$ cat src/sv/tgff_ram.sv
// generic simple dual port ram: one write port, one read port, registered read
// no dependencies
module tgff_ram #(
    parameter int WIDTH = 8,
    parameter int DEPTH = 16
) (
    input  logic                     clk,
    input  logic                     wr_en,
    input  logic [$clog2(DEPTH)-1:0] wr_addr,
    input  logic [WIDTH-1:0]         wr_data,
    input  logic                     rd_en,
    input  logic [$clog2(DEPTH)-1:0] rd_addr,
    output logic [WIDTH-1:0]         rd_data
);

    logic [WIDTH-1:0] mem_reg [DEPTH];
    logic [WIDTH-1:0] rd_data_reg;

    always_ff @(posedge clk)
    begin
        if (wr_en)
        begin
            mem_reg[wr_addr] <= wr_data;
        end
    end

    always_ff @(posedge clk)
    begin
        if (rd_en)
        begin
            rd_data_reg <= mem_reg[rd_addr];
        end
    end

    assign rd_data = rd_data_reg;

endmodule

$ cat config.mk
export PLATFORM = sky130hd
export DESIGN_NAME = tgff_ram
export DESIGN_NICKNAME = d
export VERILOG_FILES = /design/src/sv/tgff_ram.sv
export SDC_FILE = /design/constraint.sdc
export NUM_CORES = 1
export LEC_CHECK = 0
export BUFFER_PORTS_ARGS = -buffer_cell sky130_fd_sc_hd__buf_2
export CORE_MARGIN = 1.5
export CORE_UTILIZATION = 40
export DETAILED_ROUTE_END_ITERATION = 10
export PLACE_DENSITY = 0.53
export SYNTH_ARGS = -nofsm -noshare
export SYNTH_HDL_FRONTEND = slang
export SYNTH_SLANG_ARGS = --single-unit
$ cat constraint.sdc
create_clock -name clk -period 2.2 [get_ports clk]
set_clock_uncertainty 0.2 [all_clocks]
set_input_delay 0.22 -clock clk [delete_from_list [all_inputs] [get_ports clk]]
set_output_delay 0.22 -clock clk [all_outputs]
set_load 0.005 [all_outputs]
==> results of run 1 <==
logic make-up after synthesis:
kind of cell           count (synthesis)  synth area share (%)
DFF                                  136                  78.1
and+or+nand+nor                       35                  3.14
muxes                                 32                  14.8
AOI/OAI and AO/OA                     16                  2.30
buffers and inverters                 10                  1.65
cell type report:
cell class | count | area, sq um | area share (%)
clock buffer | 17 | 425 | 6.67
multi-input combinational | 83 | 1060 | 16.6
clock inverter | 14 | 183 | 2.87
timing repair buffer | 56 | 410 | 6.44
sequential | 136 | 4080 | 64.1
tap | 172 | 215 | 3.38
path summary, 6_finish.rpt:
kind / slack (ns) / end / start / cells past startpoint
worst max-delay path: 0.52 / rd_data[4] / mem_reg[1][4] / 3
worst min-delay path: 0.03 / mem_reg[10][5] / wr_data[5] / 1
worst max register to register: 0.52 / rd_data[4] / mem_reg[1][4] / 3
worst min register to register: 0.55 / rd_data[7] / mem_reg[4][7] / 3
stage by stage:
stage | hold slack [ns] | cell area [sq um]
2_1_floorplan | 0.119 | 5230
3_3_place_gp | 0.405 | 5700
3_5_place_dp | 0.406 | 5700
4_1_cts | 0.0136 | 6370
5_1_grt | 0.0181 | 6370
6_report | 0.0307 | 6370
cells in the final DEF (no fill, tap or decap), drive strengths merged:
| master | instances |
|---|---|
| and2 | 1 |
| or3b | 1 |
| nand3b | 2 |
| edfxtp | 136 |
| buf | 49 |
| and2b | 1 |
| clkinvlp | 3 |
| nor2 | 13 |
| clkinv | 7 |
| nand3 | 1 |
| clkbuf | 17 |
| mux4 | 32 |
| dlygate4sd3 | 7 |
| a22oi | 16 |
| nand2b | 2 |
| nor3 | 4 |
| bufinv | 4 |
| nand2 | 9 |
| nor2b | 1 |
cell usage after synthesis (all sizes together):
cell           number
a22oi              16
and2                1
and2b               1
buf                 7
clkdlybuf4s25       3
edfxtp            136
mux4               32
nand2               9
nand2b              2
nand3               1
nand3b              2
nor2               13
nor2b               1
nor3                4
or3b                1
per-layer routing:
layer | global-route usage (%) | routed length (um)
met1 | 19.4 | 4330
met2 | 25.8 | 5110
met3 | 5.11 | 334
met4 | 5.56 | 141
met5 | 0 | 0
power breakdown:
group          internal [mW]  switching (mW)
logic                  0.129           0.150
clock network           1.87            1.00
registers               2.92          0.0160
total                   4.92            1.17
worst max-delay path, stage by stage (launching register included):
cell and delay (ns):
sky130_fd_sc_hd__edfxtp_1 0.37, sky130_fd_sc_hd__mux4_2 0.47, sky130_fd_sc_hd__a22oi_1 0.29, sky130_fd_sc_hd__nand2_1 0.09
==> results.md, run 1 <==
- The run finished with clean final reports.
- The worst-case clock buffer depth is 2.
- The number of hold violations in the final report is 0.
- The total via count after detailed routing is 2429.
- The number of cells in the design after placement is 440.
- The number of remaining DRC errors is 0.
- The data arrival time of the critical path is 1.63 ns.
- The clock period minus final worst setup slack is 1.68 ns.
- The setup TNS is 0 ns.
- The path class of the lowest-slack min-delay path is in -> reg.
- The CTS tree is built.
- Each instance of the synthesized netlist takes up on average 22.8 sq um.
- The die area is between 10000 and 15000 sq um.
- From left edge to right edge, the die measures 117 um.
- The total global routing track utilization is about 16%.
- Synthesis produced a netlist with a net count of approximately 250.
- The number of max-slew violations in the final report was 0.
- The first global-routing pass estimated 15.3 mm of wire.
- In this run, distinct cell masters in the synthesized netlist total 18.
- The worst slack at placement is 0.156 ns.
- For this design, the CTS-stage hold fixing added 7 buffers.
- Measured on the finished design, the core utilization comes to 50.3%.
- The slew at the pin closest to its max-slew limit is 0.415 ns.
- Entering global routing, the biggest net connects 33 pins.
- The number of inserted diodes is 0.
- At the end of routability-driven placement, the weighted congestion stood at 0.673.
- Summed over all layers, the global routing overflow is 0.
- The register with the most flip-flops in the layout has roughly 130 of them.
- The ratio of total power to cell area is 956 nW/um^2.
- The maximum level of the CTS H-tree is 4.
- Ranked by total cell area, the synthesized netlist is headed by sky130_fd_sc_hd__edfxtp_1 (78%), sky130_fd_sc_hd__mux4_2 (7.8%), sky130_fd_sc_hd__mux4_1 (7.0%).
- The count of buffers inserted at the top-level ports is 26.
- The final layout contains 313 nets.
- The synthesized netlist occupies a cell area of ~5200 sq um.
- The critical path data required time is 2.15 ns.
- The standby leakage power is 2.16 nW.
- The post-synthesis instance total is 229.
- After legalization and detailed placement, the total HPWL measured 6.55 mm.
- The dominant cell type by area after synthesis is sky130_fd_sc_hd__edfxtp_1.
- The cell at the root of the clock tree is sky130_fd_sc_hd__clkbuf_16.
- Dividing the final minimum period by the clock period gives 76.2%.
- After layout, the design draws a total of 6.09 mW.
- The fraction of layout cells with a size suffix above 1 is 31.7%.
- The CTS buffer count is 17.
- Headroom to the max-slew limit came out at 72.3%.
- The setup path with the least slack is of type reg -> reg.
- The boundary pin count is 27.
- Clock latency on the worst-skew pair, taken at its later pin, is 0.41 ns.
- In this run the post-CTS setup repair buffer count came out at 0.
- The final worst setup slack is 0.523 ns.
- The clock sink total is around 140.
- The clock input transition at the sequential cells of the worst setup and hold paths is 0.06 ns.
- VDD sags by at most around 0.00054 V.
- The worst setup path is captured at a flop.
- The sequential cell area fraction in the yosys report is ~80%.
- After the flow finishes, the layout carries non-filler instances totaling 478.
- The average via count per standard cell is ~5.
- Setup repair after global routing left no endpoint under its margin.
- The final layout contains routed wiring with a total length of 9.91 mm.
- The area of the core is around 13000 sq um.
- The number of global-route vias before repair is 2668.
- The number of warnings issued by yosys is 0.
- The count of cells resized by post-cts repair is 0.
- The fmax is 0.596 GHz.
- The violation count after the first detailed-routing iteration is 136.
- The total of flip-flops plus latches after synthesis is around 140.
- In the final routed layout, each cell accounts on average for between 20 and 25 um.
- The effective utilization at floorplan is roughly 41%.
- Setup violations remaining at the end of the flow were counted as 0.
- The number of optimization iterations in the first detailed-route pass is 4.
- From synthesis to final layout, the design area changed by 21.9%.
- In this run the core area contains 41 standard-cell rows.
- The tool flagged a number of max-cap violations equal to 0.
- The type of element launching the critical path is a flop.
- The floorplan step set the die height to 117 um.
- The number of antenna violations at the first check in global routing is 0.
- The top cell type's share of synthesized area is 78.1%.
- The number of nets still failing antenna checks after routing is 0.
- The number of fillers in the final layout is between 1000 and 1500.
- Of all nets on the critical path, the largest fanout is 1.
Power figures use the tool's default switching activity.
==> run 2: changes to the inputs <==
--- a/config.mk
+++ b/config.mk
@@ -5,6 +5,7 @@
 export SDC_FILE = /design/constraint.sdc
 export NUM_CORES = 1
 export LEC_CHECK = 0
+export ABC_AREA = 1
 export BUFFER_PORTS_ARGS = -buffer_cell sky130_fd_sc_hd__buf_2
 export CORE_MARGIN = 1.5
 export CORE_UTILIZATION = 40
==> constraint.sdc (replaced) <==
create_clock -name clk -period 1.7 [get_ports clk]
set_clock_uncertainty 0.2 [all_clocks]
set_input_delay 0.17 -clock clk [delete_from_list [all_inputs] [get_ports clk]]
set_output_delay 0.17 -clock clk [all_outputs]
set_load 0.005 [all_outputs]
==> run 2 against run 1 <==
Utilization is 2.1 points lower; global-route usage is 4.3 points higher; sequential share of layout area is 5.3 points lower; critical path type is now reg -> out; highest routed layer unchanged.
==> results.md, run 2 <==
- Walking the worst path, the cells encountered are buf_2.
- The worst hold path startpoint is wr_data[6].
- The number of optimization iterations in the first detailed-route pass is 5 (+1).
- By area the synthesized netlist is led by sky130_fd_sc_hd__edfxtp_1 (70%), sky130_fd_sc_hd__nand2_1 (11%), sky130_fd_sc_hd__nand3_1 (8.3%).
- Timing would allow up to 0.734 GHz.
- The post-synthesis instance total is 551 (+140%).
- The worst slew margin relative to its limit is 59.2% (-13 points).
- The cell depth of the worst flop-to-flop path came to 6 (+3).
- The top cell type's share of synthesized area came to 69.8% (-8.3 points).
- In this run the clock root is driven by a sky130_fd_sc_hd__clkbuf_16.
- The count of buffers inserted at the top-level ports is 26 (unchanged).
- The slew at the pin closest to its max-slew limit is 0.611 ns (+0.197 ns).
- The ratio of total power to cell area is 1150 nW/um^2 (+20%).
- The number of fillers in the final layout is 1330 (+31%).
- The final weighted congestion in routability-driven placement is 0.835 (+24%).
- The final HPWL from detailed placement is 8.64 mm (+32%).
- The number of core rows is 44 (+7.3%).
- The power share of the sequential group is 47.6% (-0.6 points).
- The register area came to 4080 sq um (unchanged).
- The worst hold path stage count came to 1 (unchanged).
- Summed over all instances, the cell type with the most area after synthesis is sky130_fd_sc_hd__edfxtp_1.
- The synthesized area is 5850 sq um (+12%).
- The worst setup slack for register-to-register paths is 0.35 ns (-0.17 ns).
- The CTS buffer count is 17 (unchanged).
- In the layout the commonest cells are sky130_fd_sc_hd__nand2_1 (173), sky130_fd_sc_hd__edfxtp_1 (136), sky130_fd_sc_hd__inv_1 (100).
- The worst-case clock buffer depth is 2 (unchanged).
- The number of antenna violations at the first check in global routing was 0 (unchanged).
- The fraction of layout cells with a size suffix above 1 was 13.2% (-18 points).
- The maximum level of the CTS H-tree is 4 (unchanged).
- The total via count after detailed routing was 3848 (+58%).
- The net switching share of the total power is 20.4% (+1.3 points).
- The worst register-to-register path ends at rd_data[3].
- The CTS tree is built.
- The fraction of synthesis flops using an asynchronous set or reset pin is 0% (unchanged).
- The number of max-slew violations in the final report is 0 (unchanged).
- The overall power of the completed layout is 7.99 mW (+31%).
- The startpoint-to-endpoint class of the critical path is reg -> out.
- The wire length after detailed routing is 13.6 mm (+38%).
- The number of hold violations in the final report is 0 (unchanged).
- The tightest min-delay check is of the in -> reg type.
- The area growth from synthesis to layout is 18.8%.
- The total nets after synthesis is 570 (+130%).
- The average via count per standard cell came to 4.79 (-5.8%).
- The boundary pin count was 27 (unchanged).
- The setup TNS is 0 ns (unchanged).
- Leaving out fill and tap cells, the most frequent cell in the layout is sky130_fd_sc_hd__nand2_1.
- The final layout net count was 627 (+100%).
- Setup repair after global routing left no endpoint under its margin.
- The standby leakage power was 3.01 nW (+39%).
- The worst path uses 80.2% of the clock period.
- The effective utilization at floorplan is 40.5% (-0.72 points).
- The global-route wire length before repair is 21.5 mm (+40%).
- The average cell area after synthesis is 10.6 sq um (-54%).
- The number of nets still failing antenna checks after routing is 0 (unchanged).
- The most common flop cell mapped by yosys is sky130_fd_sc_hd__edfxtp_1.
- The die area came to 15400 sq um (+12%).
- The sequential cell area fraction in the yosys report is 69.8% (-8.3 points).
- The largest vdd supply drop is 0.000734 V (+35%).
- In the synthesized netlist, the cells that appear most often are sky130_fd_sc_hd__nand2_1 (173), sky130_fd_sc_hd__edfxtp_1 (136), sky130_fd_sc_hd__inv_1 (100), sky130_fd_sc_hd__nand3_1 (97), sky130_fd_sc_hd__nor2_1 (17).
- The die width came to 124 um (+5.6%).
- The setup violation total in the final timing report is 0 (unchanged).
- The count of cells resized by post-cts repair was 0 (unchanged).
- The startpoint identified for the worst register-to-register timing path is mem_reg[6][3].
- The biggest fanout along the worst timing path is 1 (unchanged).
- The worst path buffer plus inverter count came to 1 (+1).
- The critical path data required time is 1.33 ns (-0.82 ns).
- STA classifies the critical path startpoint as a flop.
- The worst path in the final design needs a cycle of ~1.4 ns, including I/O delays and setup.
- The maximum cell stage delay along the critical path is 0.42 ns (-0.05 ns).
- The clock group share of total power came to 46.4% (-0.8 points).
- sky130_fd_sc_hd__nand2_1 is the most common cell in the netlist.
- The count of flip-flops with a built-in enable after synthesis is 136 (unchanged).
- The largest net degree at the start of global routing was 33 (unchanged).
- The net load switching power came to 1.63 mW (+40%).
- The number of warnings issued by yosys came to 0 (unchanged).
- The clock sink total is 136 (unchanged).
- The post-synthesis cell type count came to 11 (-7).
- The endpoint with the worst hold slack is mem_reg[9][6].
- The number of remaining DRC errors came to 0 (unchanged).
- STA classifies the critical path endpoint as an output port.
- The total of hold buffers inserted after clock tree synthesis was 6 (-1).
- The number of flip-flops under the largest register name is 128 (unchanged).
- The total overflow reported by the global router came to 0 (unchanged).
- On the critical path the largest part of the delay comes from flip-flops.
- The post-CTS repair timing setup buffer count is 0 (unchanged).
- The relative contribution of combinational cells to total power is 6.0% (+1.4 points).
- The internal power was 6.36 mW (+29%).
- The data arrival time of the critical path is 0.99 ns (-0.64 ns).
- The number of max-capacitance violations reported is 0 (unchanged).
- The average routed wire per standard cell is 17.0 um (-18%).
- The area of the core is 14400 sq um (+14%).
- The later-pin clock latency in the skew report is 0.41 ns (about the same).
- The number of inserted diodes is 0 (unchanged).
- The total of flip-flops plus latches after synthesis is 136 (unchanged).
- The largest individual stage delay along the critical path comes from the cell sky130_fd_sc_hd__edfxtp_1.
- The total global routing track utilization was 20.0% (+4.3 points).
- The height of the chip was 124 um (+5.6%).
- The flow ran to the end, and the final reports show no timing, DRC or antenna violations.
- The violation count after the first detailed-routing iteration is 267 (+96%).
- The clock input transition at the sequential cells of the worst setup and hold paths is 0.06 ns (about the same).
- The area of combinational cells with multiple inputs came to 1210 sq um (+15%).
- The number of global-route vias before repair is 3792 (+42%).
run 2: cell count changes in the layout (fill, tap and decap cells not counted), sizes merged, moves of 2 or more:
cell	previous run	this run
nand2	9	173
nand2b	2	0
mux4	32	0
buf	49	54
inv	0	102
clkbuf	17	20
nand3	1	97
a22oi	16	0
nor3	4	0
clkinvlp	3	1
nor2	13	17
run 2: logic make-up (layout without fill, tap and decap cells):
group         after synthesis  after routing  share of synthesized area, %
buf+inv                   126            195                          9.39
flops                     136            136                          69.8
simple gates              289            289                          20.8
run 2: power by group through the flow:
stage / combinational (mW) / sequential (mW) / clock [mW]
after detailed placement: 0.473 / 3.87 / 0
final: 0.481 / 3.80 / 3.71
after CTS: 0.486 / 3.80 / 3.77
after floorplan: 0.265 / 3.87 / 0
after global routing: 0.541 / 3.81 / 3.94
after global placement: 0.470 / 3.87 / 0
run 2: metrics by stage:
| step | std cells | utilization, % | hold slack (ns) | cell area (sq um) | worst slack [ns] |
|---|---|---|---|---|---|
| after detailed placement | 765 | 43.5 | 0.364 | 6280 | 0.0554 |
| final | 804 | 48.2 | 0.0377 | 6950 | 0.337 |
| after global routing | 804 | 48.2 | 0.0380 | 6950 | 0.285 |
| after CTS | 802 | 48.0 | 0.00330 | 6930 | 0.330 |
| after floorplan | 551 | - | 0.0689 | 5850 | 0.379 |
| after global placement | 765 | 43.5 | 0.362 | 6280 | 0.0470 |
run 2: metal layers:
metal  vias to the layer above  global-route usage [%]  share of wire (%)
li1                       1892                       -                  -
met1                      1825                    26.6                 45
met2                       109                    31.0                 47
met3                        22                    5.54                5.6
met4                         0                    8.31                2.1
met5                         -                       0                  0
run 2: how the worst max path moves through the flow:
stage	from	slack [ns]	to	cells after the start
finish	rd_data[6]	0.34	rd_data[6]	1
global route	mem_reg[5][5]	0.29	rd_data[5]	6
CTS	rd_data[6]	0.33	rd_data[6]	1
detailed placement	rd_addr[0]	0.06	rd_data[4]	8
global placement	rd_addr[0]	0.05	rd_data[6]	8
floorplan	wr_addr[2]	0.38	mem_reg[10][0]	2
run 2: area by class of cell:
type | instances | area share [%]
Clock buffer | 20 | 6.28
Sequential cell | 136 | 58.8
Clock inverter | 11 | 2.23
Timing Repair Buffer | 62 | 6.41
Tap cell | 184 | 3.31
Inverter | 102 | 5.51
Multi-Input combinational cell | 289 | 17.5
